$ cat src/rtl/btrx_pkg.sv
// btrx_pkg: shared types and constants of the bus telegram receiver
// used by btrx_decode and bus_telegram_receiver; no dependencies
`default_nettype none

package btrx_pkg;

    // payload length of an update-data telegram
    localparam int PACKET_BYTES = 32;
    localparam int CNT_W        = (PACKET_BYTES > 1) ? $clog2(PACKET_BYTES) : 1;

    // line symbols
    localparam logic [7:0] SYM_STX  = 8'h02;
    localparam logic [7:0] SYM_ESC  = 8'h1B;
    localparam logic [7:0] SUM_SEED = 8'h55;
    localparam logic [7:0] SUM_START = SUM_SEED + SYM_STX;

    // configuration register indexes
    localparam logic [1:0] CFG_TYPE_REBOOT = 2'd0;
    localparam logic [1:0] CFG_TYPE_ENTER  = 2'd1;
    localparam logic [1:0] CFG_TYPE_DATA   = 2'd2;
    localparam logic [1:0] CFG_TYPE_TERM   = 2'd3;

    localparam int OUT_W = 56;

    typedef enum logic [2:0] {
        FS_IDLE,
        FS_SENDER,
        FS_TYPE,
        FS_RECEIVER,
        FS_ADDR_LO,
        FS_ADDR_HI,
        FS_PAYLOAD,
        FS_CHECK
    } t_frame_state;

    typedef enum logic [1:0] {
        STS_NONE = 2'd0,
        STS_OK   = 2'd1,
        STS_ERR  = 2'd2
    } t_status;

    typedef struct packed {
        logic [7:0] type_reboot;
        logic [7:0] type_enter;
        logic [7:0] type_data;
        logic [7:0] type_term;
    } t_cfg;

    typedef struct packed {
        t_frame_state     state;
        logic             esc;
        logic [7:0]       sum;
        logic [7:0]       sender;
        logic [7:0]       msg_type;
        logic [7:0]       receiver;
        logic [15:0]      word_addr;
        logic [CNT_W-1:0] count;
    } t_ctx;

    // first member in the highest bits: status ends up at bit 0
    typedef struct packed {
        logic [7:0]  data_byte;
        logic [4:0]  data_index;
        logic        data_valid;
        logic [15:0] word_addr;
        logic [7:0]  receiver_addr;
        logic [7:0]  msg_type;
        logic [7:0]  sender_addr;
        t_status     status;
    } t_result;

endpackage

`default_nettype wire

$ cat src/rtl/btrx_decode.sv
// btrx_decode: one-byte step of the telegram decoder, purely combinational
// depends on btrx_pkg
`default_nettype none

module btrx_decode (
    input  wire btrx_pkg::t_ctx    i_ctx,
    input  wire btrx_pkg::t_cfg    i_cfg,
    input  wire logic [7:0]        i_byte,
    output btrx_pkg::t_ctx         o_ctx,
    output btrx_pkg::t_result      o_result
);

    logic [7:0] w_byte;
    logic       w_plain;
    logic       w_is_data;
    logic       w_is_short;
    logic       w_reg_data;
    logic       w_reg_short;
    logic       w_last;

    // a byte that is neither STX nor ESC while a telegram is open
    assign w_plain = (i_ctx.state != btrx_pkg::FS_IDLE) &&
                     (i_byte != btrx_pkg::SYM_ESC) && (i_byte != btrx_pkg::SYM_STX);
    assign w_byte  = i_ctx.esc ? ~i_byte : i_byte;

    assign w_is_data  = (w_byte == i_cfg.type_data);
    assign w_is_short = (w_byte == i_cfg.type_reboot) || (w_byte == i_cfg.type_enter) ||
                        (w_byte == i_cfg.type_term);
    assign w_reg_data  = (i_ctx.msg_type == i_cfg.type_data);
    assign w_reg_short = (i_ctx.msg_type == i_cfg.type_reboot) ||
                         (i_ctx.msg_type == i_cfg.type_enter) ||
                         (i_ctx.msg_type == i_cfg.type_term);
    assign w_last = (i_ctx.count == btrx_pkg::CNT_W'(btrx_pkg::PACKET_BYTES - 1));

    // next context
    always_comb begin
        o_ctx = i_ctx;
        if (i_ctx.state == btrx_pkg::FS_IDLE) begin
            if (i_byte == btrx_pkg::SYM_STX) begin
                o_ctx.sum   = btrx_pkg::SUM_START;
                o_ctx.esc   = 1'b0;
                o_ctx.state = btrx_pkg::FS_SENDER;
            end
        end else if (i_byte == btrx_pkg::SYM_ESC) begin
            o_ctx.esc = 1'b1;
        end else if (i_byte == btrx_pkg::SYM_STX) begin
            o_ctx.esc   = 1'b0;
            o_ctx.sum   = btrx_pkg::SUM_START;
            o_ctx.state = btrx_pkg::FS_SENDER;
        end else begin
            o_ctx.esc = 1'b0;
            o_ctx.sum = i_ctx.sum + w_byte;
            case (i_ctx.state)
                btrx_pkg::FS_SENDER: begin
                    o_ctx.sender = w_byte;
                    o_ctx.state  = btrx_pkg::FS_TYPE;
                end
                btrx_pkg::FS_TYPE: begin
                    o_ctx.msg_type = w_byte;
                    o_ctx.state    = (w_is_data || w_is_short) ? btrx_pkg::FS_RECEIVER
                                                               : btrx_pkg::FS_IDLE;
                end
                btrx_pkg::FS_RECEIVER: begin
                    o_ctx.receiver = w_byte;
                    if (w_reg_data) begin
                        o_ctx.state = btrx_pkg::FS_ADDR_LO;
                    end else if (w_reg_short) begin
                        o_ctx.state = btrx_pkg::FS_CHECK;
                    end else begin
                        o_ctx.state = btrx_pkg::FS_IDLE;
                    end
                end
                btrx_pkg::FS_ADDR_LO: begin
                    o_ctx.word_addr = {8'h00, w_byte};
                    o_ctx.state     = btrx_pkg::FS_ADDR_HI;
                end
                btrx_pkg::FS_ADDR_HI: begin
                    o_ctx.word_addr = {w_byte, i_ctx.word_addr[7:0]};
                    o_ctx.count     = '0;
                    o_ctx.state     = btrx_pkg::FS_PAYLOAD;
                end
                btrx_pkg::FS_PAYLOAD: begin
                    if (w_last) begin
                        o_ctx.count = '0;
                        o_ctx.state = btrx_pkg::FS_CHECK;
                    end else begin
                        o_ctx.count = i_ctx.count + 1'b1;
                    end
                end
                btrx_pkg::FS_CHECK: begin
                    o_ctx.state = btrx_pkg::FS_IDLE;
                end
                default: begin
                    o_ctx.state = btrx_pkg::FS_IDLE;
                end
            endcase
        end
    end

    // result of this byte
    always_comb begin
        o_result.status        = btrx_pkg::STS_NONE;
        o_result.data_valid    = 1'b0;
        o_result.data_index    = '0;
        o_result.data_byte     = '0;
        o_result.sender_addr   = o_ctx.sender;
        o_result.msg_type      = o_ctx.msg_type;
        o_result.receiver_addr = o_ctx.receiver;
        o_result.word_addr     = o_ctx.word_addr;
        if ((i_ctx.state != btrx_pkg::FS_IDLE) && (i_byte == btrx_pkg::SYM_STX)) begin
            o_result.status = btrx_pkg::STS_ERR;
        end else if (w_plain) begin
            case (i_ctx.state)
                btrx_pkg::FS_PAYLOAD: begin
                    o_result.data_valid = 1'b1;
                    o_result.data_index = 5'(i_ctx.count);
                    o_result.data_byte  = w_byte;
                end
                btrx_pkg::FS_CHECK: begin
                    o_result.status = (w_byte == i_ctx.sum) ? btrx_pkg::STS_OK
                                                            : btrx_pkg::STS_ERR;
                end
                default: begin
                    o_result.status = btrx_pkg::STS_NONE;
                end
            endcase
        end
    end

endmodule

`default_nettype wire

$ cat src/rtl/bus_telegram_receiver.sv
// bus_telegram_receiver: top level of the telegram deframer with checksum
// depends on btrx_pkg and btrx_decode
//
// usage
// - s_axis carries one raw line byte per transfer in s_axis_tdata[7:0]
// - m_axis returns exactly one result per accepted byte: status, header
//   fields, word address and, for payload bytes, the unstuffed byte and
//   its index within the packet; the consumer drops payload on an error
// - the cfg channel writes the four type codes (index 0 reboot, 1 update
//   enter, 2 update data, 3 update terminate) and is always ready; it is to
//   be written only while no byte is in flight, not enforced by the block
// - the result is registered, valid in the cycle after the byte transfer;
//   throughput is one byte per cycle while m_axis does not stall, set by
//   the combinational decode step feeding one result register
// - when m_axis stalls the result register holds and s_axis_tready drops
//   only while that register is full and not being drained; a new byte is
//   taken in the same cycle the waiting result is transferred
// - reset (i_rst_n low, synchronous) returns the decoder to idle, clears
//   the header fields and checksum, empties the result register and loads
//   the default type codes 0, 1, 2, 3
`default_nettype none

module bus_telegram_receiver (
    input  wire logic                         i_clk,
    input  wire logic                         i_rst_n,
    // input byte stream
    input  wire logic                         s_axis_tvalid,
    output logic                              s_axis_tready,
    input  wire logic [7:0]                   s_axis_tdata,  // rx_byte
    // result stream
    output logic                              m_axis_tvalid,
    input  wire logic                         m_axis_tready,
    // status[1:0], sender_addr[9:2], msg_type[17:10], receiver_addr[25:18],
    // word_addr[41:26], data_valid[42], data_index[47:43], data_byte[55:48]
    output logic [btrx_pkg::OUT_W-1:0]        m_axis_tdata,
    // configuration writes
    input  wire logic                         i_cfg_valid,
    output logic                              o_cfg_ready,
    input  wire logic [1:0]                   i_cfg_index,
    input  wire logic [7:0]                   i_cfg_data
);

    btrx_pkg::t_cfg    r_cfg;
    btrx_pkg::t_ctx    r_ctx;
    btrx_pkg::t_ctx    n_ctx;
    btrx_pkg::t_result n_result;
    btrx_pkg::t_result r_result;
    logic              r_out_valid;
    logic              w_s_fire;
    logic              w_cfg_fire;

    assign o_cfg_ready   = 1'b1;
    assign w_cfg_fire    = i_cfg_valid && o_cfg_ready;
    // result register frees up when it is empty or being drained
    assign s_axis_tready = !r_out_valid || m_axis_tready;
    assign w_s_fire      = s_axis_tvalid && s_axis_tready;
    assign m_axis_tvalid = r_out_valid;
    assign m_axis_tdata  = r_result;

    // type code registers
    always_ff @(posedge i_clk) begin
        if (!i_rst_n) begin
            r_cfg.type_reboot <= 8'd0;
            r_cfg.type_enter  <= 8'd1;
            r_cfg.type_data   <= 8'd2;
            r_cfg.type_term   <= 8'd3;
        end else if (w_cfg_fire) begin
            case (i_cfg_index)
                btrx_pkg::CFG_TYPE_REBOOT: r_cfg.type_reboot <= i_cfg_data;
                btrx_pkg::CFG_TYPE_ENTER:  r_cfg.type_enter  <= i_cfg_data;
                btrx_pkg::CFG_TYPE_DATA:   r_cfg.type_data   <= i_cfg_data;
                btrx_pkg::CFG_TYPE_TERM:   r_cfg.type_term   <= i_cfg_data;
                default:                   r_cfg.type_term   <= r_cfg.type_term;
            endcase
        end
    end

    btrx_decode u_decode (
        .i_ctx    (r_ctx),
        .i_cfg    (r_cfg),
        .i_byte   (s_axis_tdata),
        .o_ctx    (n_ctx),
        .o_result (n_result)
    );

    // decoder context advances on every byte transfer
    always_ff @(posedge i_clk) begin
        if (!i_rst_n) begin
            r_ctx.state     <= btrx_pkg::FS_IDLE;
            r_ctx.esc       <= 1'b0;
            r_ctx.sum       <= '0;
            r_ctx.sender    <= '0;
            r_ctx.msg_type  <= '0;
            r_ctx.receiver  <= '0;
            r_ctx.word_addr <= '0;
            r_ctx.count     <= '0;
        end else if (w_s_fire) begin
            r_ctx <= n_ctx;
        end
    end

    // result register
    always_ff @(posedge i_clk) begin
        if (!i_rst_n) begin
            r_out_valid <= 1'b0;
        end else if (w_s_fire) begin
            r_out_valid <= 1'b1;
        end else if (m_axis_tready) begin
            r_out_valid <= 1'b0;
        end
    end

    always_ff @(posedge i_clk) begin
        if (w_s_fire) begin
            r_result <= n_result;
        end
    end

    // idle ignores everything but a start byte
    a_idle_hold: assert property (@(posedge i_clk) disable iff (!i_rst_n)
        w_s_fire && (r_ctx.state == btrx_pkg::FS_IDLE) &&
        (s_axis_tdata != btrx_pkg::SYM_STX) |=> (r_ctx.state == btrx_pkg::FS_IDLE))
        else $error("decoder left idle without a start byte");

    // a valid telegram is only reported from the checksum byte
    a_ok_from_check: assert property (@(posedge i_clk) disable iff (!i_rst_n)
        w_s_fire && (r_ctx.state != btrx_pkg::FS_CHECK) |=>
        (r_result.status != btrx_pkg::STS_OK))
        else $error("ok status outside the checksum byte");

    // payload results never carry a status
    a_payload_status: assert property (@(posedge i_clk) disable iff (!i_rst_n)
        r_out_valid && r_result.data_valid |-> (r_result.status == btrx_pkg::STS_NONE))
        else $error("payload result with nonzero status");

    // no pending escape while idle
    a_idle_no_esc: assert property (@(posedge i_clk) disable iff (!i_rst_n)
        (r_ctx.state == btrx_pkg::FS_IDLE) |-> !r_ctx.esc)
        else $error("escape pending in idle");

    // a full, stalled result register blocks the input
    a_stall_blocks: assert property (@(posedge i_clk) disable iff (!i_rst_n)
        r_out_valid && !m_axis_tready |=> $stable(r_result))
        else $error("waiting result overwritten");

endmodule

`default_nettype wire
$ cat config.mk
export PLATFORM = sky130hd
export DESIGN_NAME = bus_telegram_receiver
export DESIGN_NICKNAME = d
export VERILOG_FILES = /design/src/rtl/btrx_pkg.sv /design/src/rtl/btrx_decode.sv /design/src/rtl/bus_telegram_receiver.sv
export SDC_FILE = /design/constraint.sdc
export NUM_CORES = 1
export LEC_CHECK = 0
export ABC_AREA = 1
export BUFFER_PORTS_ARGS = -buffer_cell sky130_fd_sc_hd__clkbuf_2
export CAP_MARGIN = 10
export CORE_MARGIN = 2
export CORE_UTILIZATION = 53
export CTS_BUF_LIST = sky130_fd_sc_hd__clkbuf_8 sky130_fd_sc_hd__clkbuf_16
export DETAILED_ROUTE_END_ITERATION = 8
export GPL_TIMING_DRIVEN = 0
export HOLD_SLACK_MARGIN = 0.02
export PLACE_DENSITY = 0.78
export SYNTH_ARGS = -nofsm -noshare
export SYNTH_HDL_FRONTEND = slang
export SYNTH_SLANG_ARGS = --single-unit
$ cat constraint.sdc
create_clock -name i_clk -period 3.18 [get_ports i_clk]
set_input_delay 0.636 -clock i_clk [delete_from_list [all_inputs] [get_ports i_clk]]
set_output_delay 0.636 -clock i_clk [all_outputs]
set_load 0.1 [all_outputs]
# Word-level counts from Yosys, hierarchy flattened
# Cells that the tools add are included.
[word_totals]
regBits = 146
input_bits = 23
[classes]
n_addsub = 2
n_eq_ne = 27
muxes = 26
bitwise_logic = 7
reduce_logical = 27
[ops]
columns = ["cell", "n"]
rows = [
  ["$mux 45", 2],
  ["$eq 8x8->1", 9],
  ["$mux 53", 1],
  ["$mux 12", 3],
  ["$mux 8", 4],
  ["$pmux 16 s2", 1],
  ["$pmux 3 s6", 1],
  ["$eq 3x3->1 const B", 4],
  ["$mux 3", 4],
  ["$pmux 5 s2", 1],
  ["$reduce_and 2->1", 5],
  ["$add 8x8->8", 1],
  ["$eq 8x2->1 const B", 1],
  ["$eq 8x5->1 const B", 1],
  ["$mux 2", 4],
  ["$ne 8x2->1 const B", 1],
  ["$ne 8x5->1 const B", 1],
  ["$not 8->8", 1],
  ["$eq 3x2->1 const B", 2],
  ["$logic_or 1x1->1", 6],
  ["$not 1->1", 6],
  ["$reduce_or 3->1", 2],
  ["$add 5x1->5 const B", 1],
  ["$eq 5x5->1 const B", 1],
  ["other kinds (18)", 26],
]

# Logic depth before layout (Yosys ltp)
[depth]
ltp_word = 11
depth_mapped = 16
ltp_nobuf = 14

# Hierarchy
# Synthesis repeated with hierarchy kept, for this count alone.
[hier_totals]
cells_unflattened = 1247
hier_area_um2 = 8683.3
[by_module_without_submodules]
columns = ["mod", "instances", "cells_each", "area_per_inst_um2"]
rows = [
  ["bus_telegram_receiver", 1, 638, 5612.9],
  ["btrx_decode", 1, 609, 3070.4],
]

# Worst setup path before layout
# No wires, ideal clock.
[synth_timing]
path_kind = "register to register"
startpoint = "register r_out_valid, in the netlist m_axis_tvalid"
endpoint = "register r_result, in the netlist m_axis_tdata[0] (enable)"
setup_time_ps = 442
arrival_time_ps = 3808
path_slack_ps = -1070
stages_incl_launch_ff = 5
path_buffers = 1
cell_sequence = "dfxtp_1 -> nand2_1 -> nand2_1 -> clkinv_1 -> clkbuf_1"
[synth_via]
elab_chain_len = 3
[synth_lines]
columns = ["item", "line_no", "text"]
rows = [
  ["from (decl)", "bus_telegram_receiver.sv:48", "logic r_out_valid;"],
  ["from (signal assigned)", "bus_telegram_receiver.sv:105", "r_out_valid <= 1'b0;"],
  ["from (signal assigned)", "bus_telegram_receiver.sv:107", "r_out_valid <= 1'b1;"],
  ["from (signal assigned)", "bus_telegram_receiver.sv:109", "r_out_valid <= 1'b0;"],
  ["$logic_not 1->1", "bus_telegram_receiver.sv:55", "assign s_axis_tready = !r_out_valid || m_axis_tready;"],
  ["$logic_or 1x1->1", "bus_telegram_receiver.sv:55", ""],
  ["via s_axis_tready", "bus_telegram_receiver.sv:28", "output logic s_axis_tready,"],
  ["$logic_and 1x1->1", "bus_telegram_receiver.sv:56", "assign w_s_fire = s_axis_tvalid && s_axis_tready;"],
  ["via w_s_fire", "bus_telegram_receiver.sv:49", "logic w_s_fire;"],
  ["to (signal assigned)", "bus_telegram_receiver.sv:115", "r_result <= n_result;"],
  ["to (decl)", "bus_telegram_receiver.sv:47", "btrx_pkg::t_result r_result;"],
]
# The timed path passes the listed nets, and every way through them passes these cells.
# A chain may end at the register's enable or synchronous reset.

# Final worst setup path
[layout_timing]
startpoint = "register r_ctx[53] (netlist bit)"
endpoint = "register r_ctx[51] (netlist bit)"
[layout_via]
elab_chain_len = 5
[layout_lines]
columns = ["item", "line_no", "text"]
rows = [
  ["from (decl)", "bus_telegram_receiver.sv:44", "btrx_pkg::t_ctx r_ctx;"],
  ["from (signal assigned)", "bus_telegram_receiver.sv:98", "r_ctx <= n_ctx;"],
  ["$mux 8", "btrx_decode.sv:24", "assign w_byte = i_ctx.esc ? ~i_byte : i_byte;"],
  ["via u_decode.w_byte[0]", "btrx_decode.sv:13", "logic [7:0] w_byte;"],
  ["$add 8x8->8", "btrx_decode.sv:52", "o_ctx.sum = i_ctx.sum + w_byte;"],
  ["$mux 12", "btrx_decode.sv:46", "end else if (i_byte == btrx_pkg::SYM_STX) begin"],
  ["$mux 53", "btrx_decode.sv:44", "end else if (i_byte == btrx_pkg::SYM_ESC) begin"],
  ["$mux 12", "btrx_decode.sv:38", "if (i_ctx.state == btrx_pkg::FS_IDLE) begin"],
]
# The timed path passes the listed nets, and every way through them passes these cells. The select of a mux whose other input is x is not followed.

==> flow_metrics.py <==
metrics = {
    "worst_setup_path": {
        "ff2ff_path_depth": 14,
        "r2r-end": "r_ctx[51]$_SDFFE_PN0P_",
        "worstPathRequired_ns": 3.50,
        "end_kind": "flop",
        "path_max_fanout": 10,
        "worstSetupPathType": "reg2reg",
        "rrSetupSlack_ns": 0.51,
        "r2r_start": "r_ctx[53]$_SDFFE_PN0P_",
        "cp-start-kind": "flop",
        "cp.arrival_ns": 2.98,
    },
    "placement": {
        "routabilityCongestion": 0.974,
        "dp_hpwl_mm": 15.3,
        "placed_cell_area_um2": 8090,
        "port_buffers": 80,
    },
    "global_route": {
        "track_usage_pct": 29.3,
        "grt_pass1_vias": 6515,
        "grt_max_degree": 66,
        "antenna_found_initial": 0,
        "grt_pass1_wl_mm": 33.0,
        "grt_overflow": 0,
    },
    "timing": {
        "max_slew.worst_pin.slew_ns": 0.853,
        "setup_viol": 0,
        "tns_ns": 0,
        "rsz0062_at_grt": "no",
        "slew-limit-headroom_pct": 43.1,
        "hold_viol": 0,
        "fmax_mhz": 375,
        "period_share_pct": 83.8,
        "fin_crit_ns": 2.67,
        "skew_ns": 0.00350,
        "slew_viol_final": 0,
    },
    "flow_run": {
        "drv_cap": 0,
    },
    "synth": {
        "synth-seq-cells": 146,
        "synth_ff_type": "dfxtp_1",
        "ys_types": 44,
        "ys_top_cells_by_area": "dfxtp_1, edfxtp_1, nand2_1",
        "netlist_instances": 1003,
        "synth_edf_count": 56,
        "synthTopCellsByCount": "nand2_1, nor2_1, inv_1, dfxtp_1, o21ai_0",
        "yosysTopAreaCell": "dfxtp_1",
        "synthArstFlopShare_pct": 0,
        "synth_top_area_share_pct": 24.2,
        "syn_nets": 1036,
        "postSynthAreaPerCell_um2": 7.43,
        "synth-seq-area-share_pct": 46.7,
        "synth_area_um2": 7460,
        "synth.most_common_cell": "nand2_1",
        "synth-warning-count": 0,
    },
    "cells_and_area": {
        "layout-drive-gt1-share_pct": 16.0,
        "layout.nets": 1135,
        "fin_area_um2": 8650,
        "area_delta_synth_final_pct": 16.0,
        "antenna_cells": 0,
    },
    "worst_hold_path": {
        "holdPathEnd": "m_axis_tvalid$_SDFFE_PN0P_",
        "hp-class": "in2reg",
        "hold_depth": 4,
        "worstHoldStart": "m_axis_tready",
    },
    "clock_network": {
        "clock_latency_ns": 0.44,
        "ctsHoldBuffers": 0,
        "numCtsBuffers": 17,
        "cts.sinks": 146,
        "cts_setup_buffers": 0,
        "htreeDepth": 4,
        "cts-root-buf": "clkbuf_16",
        "cts-resized-gates": 0,
        "path_clk_slew_ns": 0.06,
        "cts_buffer_depth": 2,
        "cts_tree": "yes",
    },
    "die": {
        "coreArea_um2": 13800,
        "die_h_um": 123,
        "start_util_pct": 53.9,
        "die_w_um": 123,
        "ios": 82,
        "rows": 43,
        "dieArea_um2": 15000,
    },
    "power_and_ir_drop": {
        "p_per_area_nw_per_um2": 571,
        "p_leak_nw": 4.06,
        "vdd_drop_max_v": 0.000348,
    },
    "route": {
        "ant_nets": 0,
        "drcViolationCount": 0,
        "drtPass1Iterations": 6,
        "drt-total-wl_mm": 20.9,
        "vias": 6909,
        "vias_per_cell": 5.34,
        "wl_per_cell_um": 16.1,
        "drt_iter0_drc": 754,
    },
    "status": {
        "outcome": "finished clean",
    },
}
[worst max-delay path by stage]
stage	start	end	slack [ns]
CTS	r_ctx[53]$_SDFFE_PN0P_	r_ctx[51]$_SDFFE_PN0P_	0.54
floorplan	m_axis_tvalid$_SDFFE_PN0P_	r_ctx[12]$_SDFFE_PN0P_	0.32
global route	r_ctx[53]$_SDFFE_PN0P_	r_ctx[51]$_SDFFE_PN0P_	0.36
detailed placement	s_axis_tdata[0]	r_ctx[51]$_SDFFE_PN0P_	0.46
global placement	m_axis_tready	r_ctx[12]$_SDFFE_PN0P_	0.19
finish	r_ctx[53]$_SDFFE_PN0P_	r_ctx[51]$_SDFFE_PN0P_	0.51
[layout by cell type, fill, tap and decap left out, types with 3 or more instances in the layout]
cell / instances
nor4_1: 3
inv_1: 111
inv_6: 4
nor3_1: 9
o21ai_2: 16
xnor2_1: 3
o211ai_1: 3
dfxtp_1: 89
clkbuf_1: 20
xor2_1: 8
a21oi_1: 53
nand2_2: 17
inv_2: 11
edfxtp_1: 56
nand2_1: 286
ha_1: 9
nand3_1: 36
o21ai_1: 26
nor2_1: 131
buf_6: 5
clkinv_1: 4
nand4_1: 13
clkbuf_2: 80
clkinv_2: 3
a31oi_1: 4
clkbuf_16: 17
o21ai_0: 64
[where the power goes]
group	internal [mW]	switching [mW]	total, mW
clock	1.08	0.824	1.90
combinational	0.182	0.721	0.904
sequential	2.06	0.0636	2.13
[worst max-delay path, stage by stage, from the launching register on]
cell and delay (ns):
dfxtp_1 0.32, buf_4 0.19, inv_4 0.09, buf_6 0.16, nand2_1 0.06, nand2_1 0.20, ha_1 0.30, fa_1 0.44
a21oi_1 0.15, o21ai_0 0.13, nand2_1 0.08, nand2_1 0.05, a21oi_1 0.16, or2_2 0.14, a31oi_1 0.06
[per-layer routing]
layer  vias to the layer above  wire [um]  track usage, %
met5                         -          0               0
met4                         0        868            15.6
met3                        68       1720            6.92
met2                       300       9930            48.3
met1                      3104       8380            35.7
li1                       3437          -               -
[through the flow]
stage	hold slack [ns]	util (%)	setup WS, ns	instances	power [mW]
after floorplan	0.449	-	0.322	1003	2.85
after global placement	0.458	58.5	0.187	1263	3.05
after detailed placement	0.473	58.5	0.463	1263	3.06
after CTS	0.466	62.5	0.542	1295	4.93
after global routing	0.507	62.5	0.364	1295	5.09
final	0.471	62.5	0.514	1295	4.93
[area by class of cell]
type,instances,area [um^2]
repair buffers,80,400
inverters,125,472
clock buffers,17,425
flip-flops and latches,146,3480
well taps,180,225
fillers,1202,5180
clock inverters,15,131
plain buffers,31,194
multi-input cells,701,3310
[flip-flops by register name (all words and copies together) (netlist names)]
name	flops
m_axis_tdata	56
m_axis_tvalid	1
r_cfg	32
r_ctx	57
[logic make-up after synthesis]
kind of cell / after synthesis / synth area share, %
other cells: 1 / 0.0503
buf+inv: 156 / 8.88
xor+xnor: 11 / 1.29
flops: 146 / 46.7
compound gates: 170 / 12.5
fa+ha+maj: 10 / 1.78
simple gates: 509 / 28.8
Power figures use the tool's default switching activity.
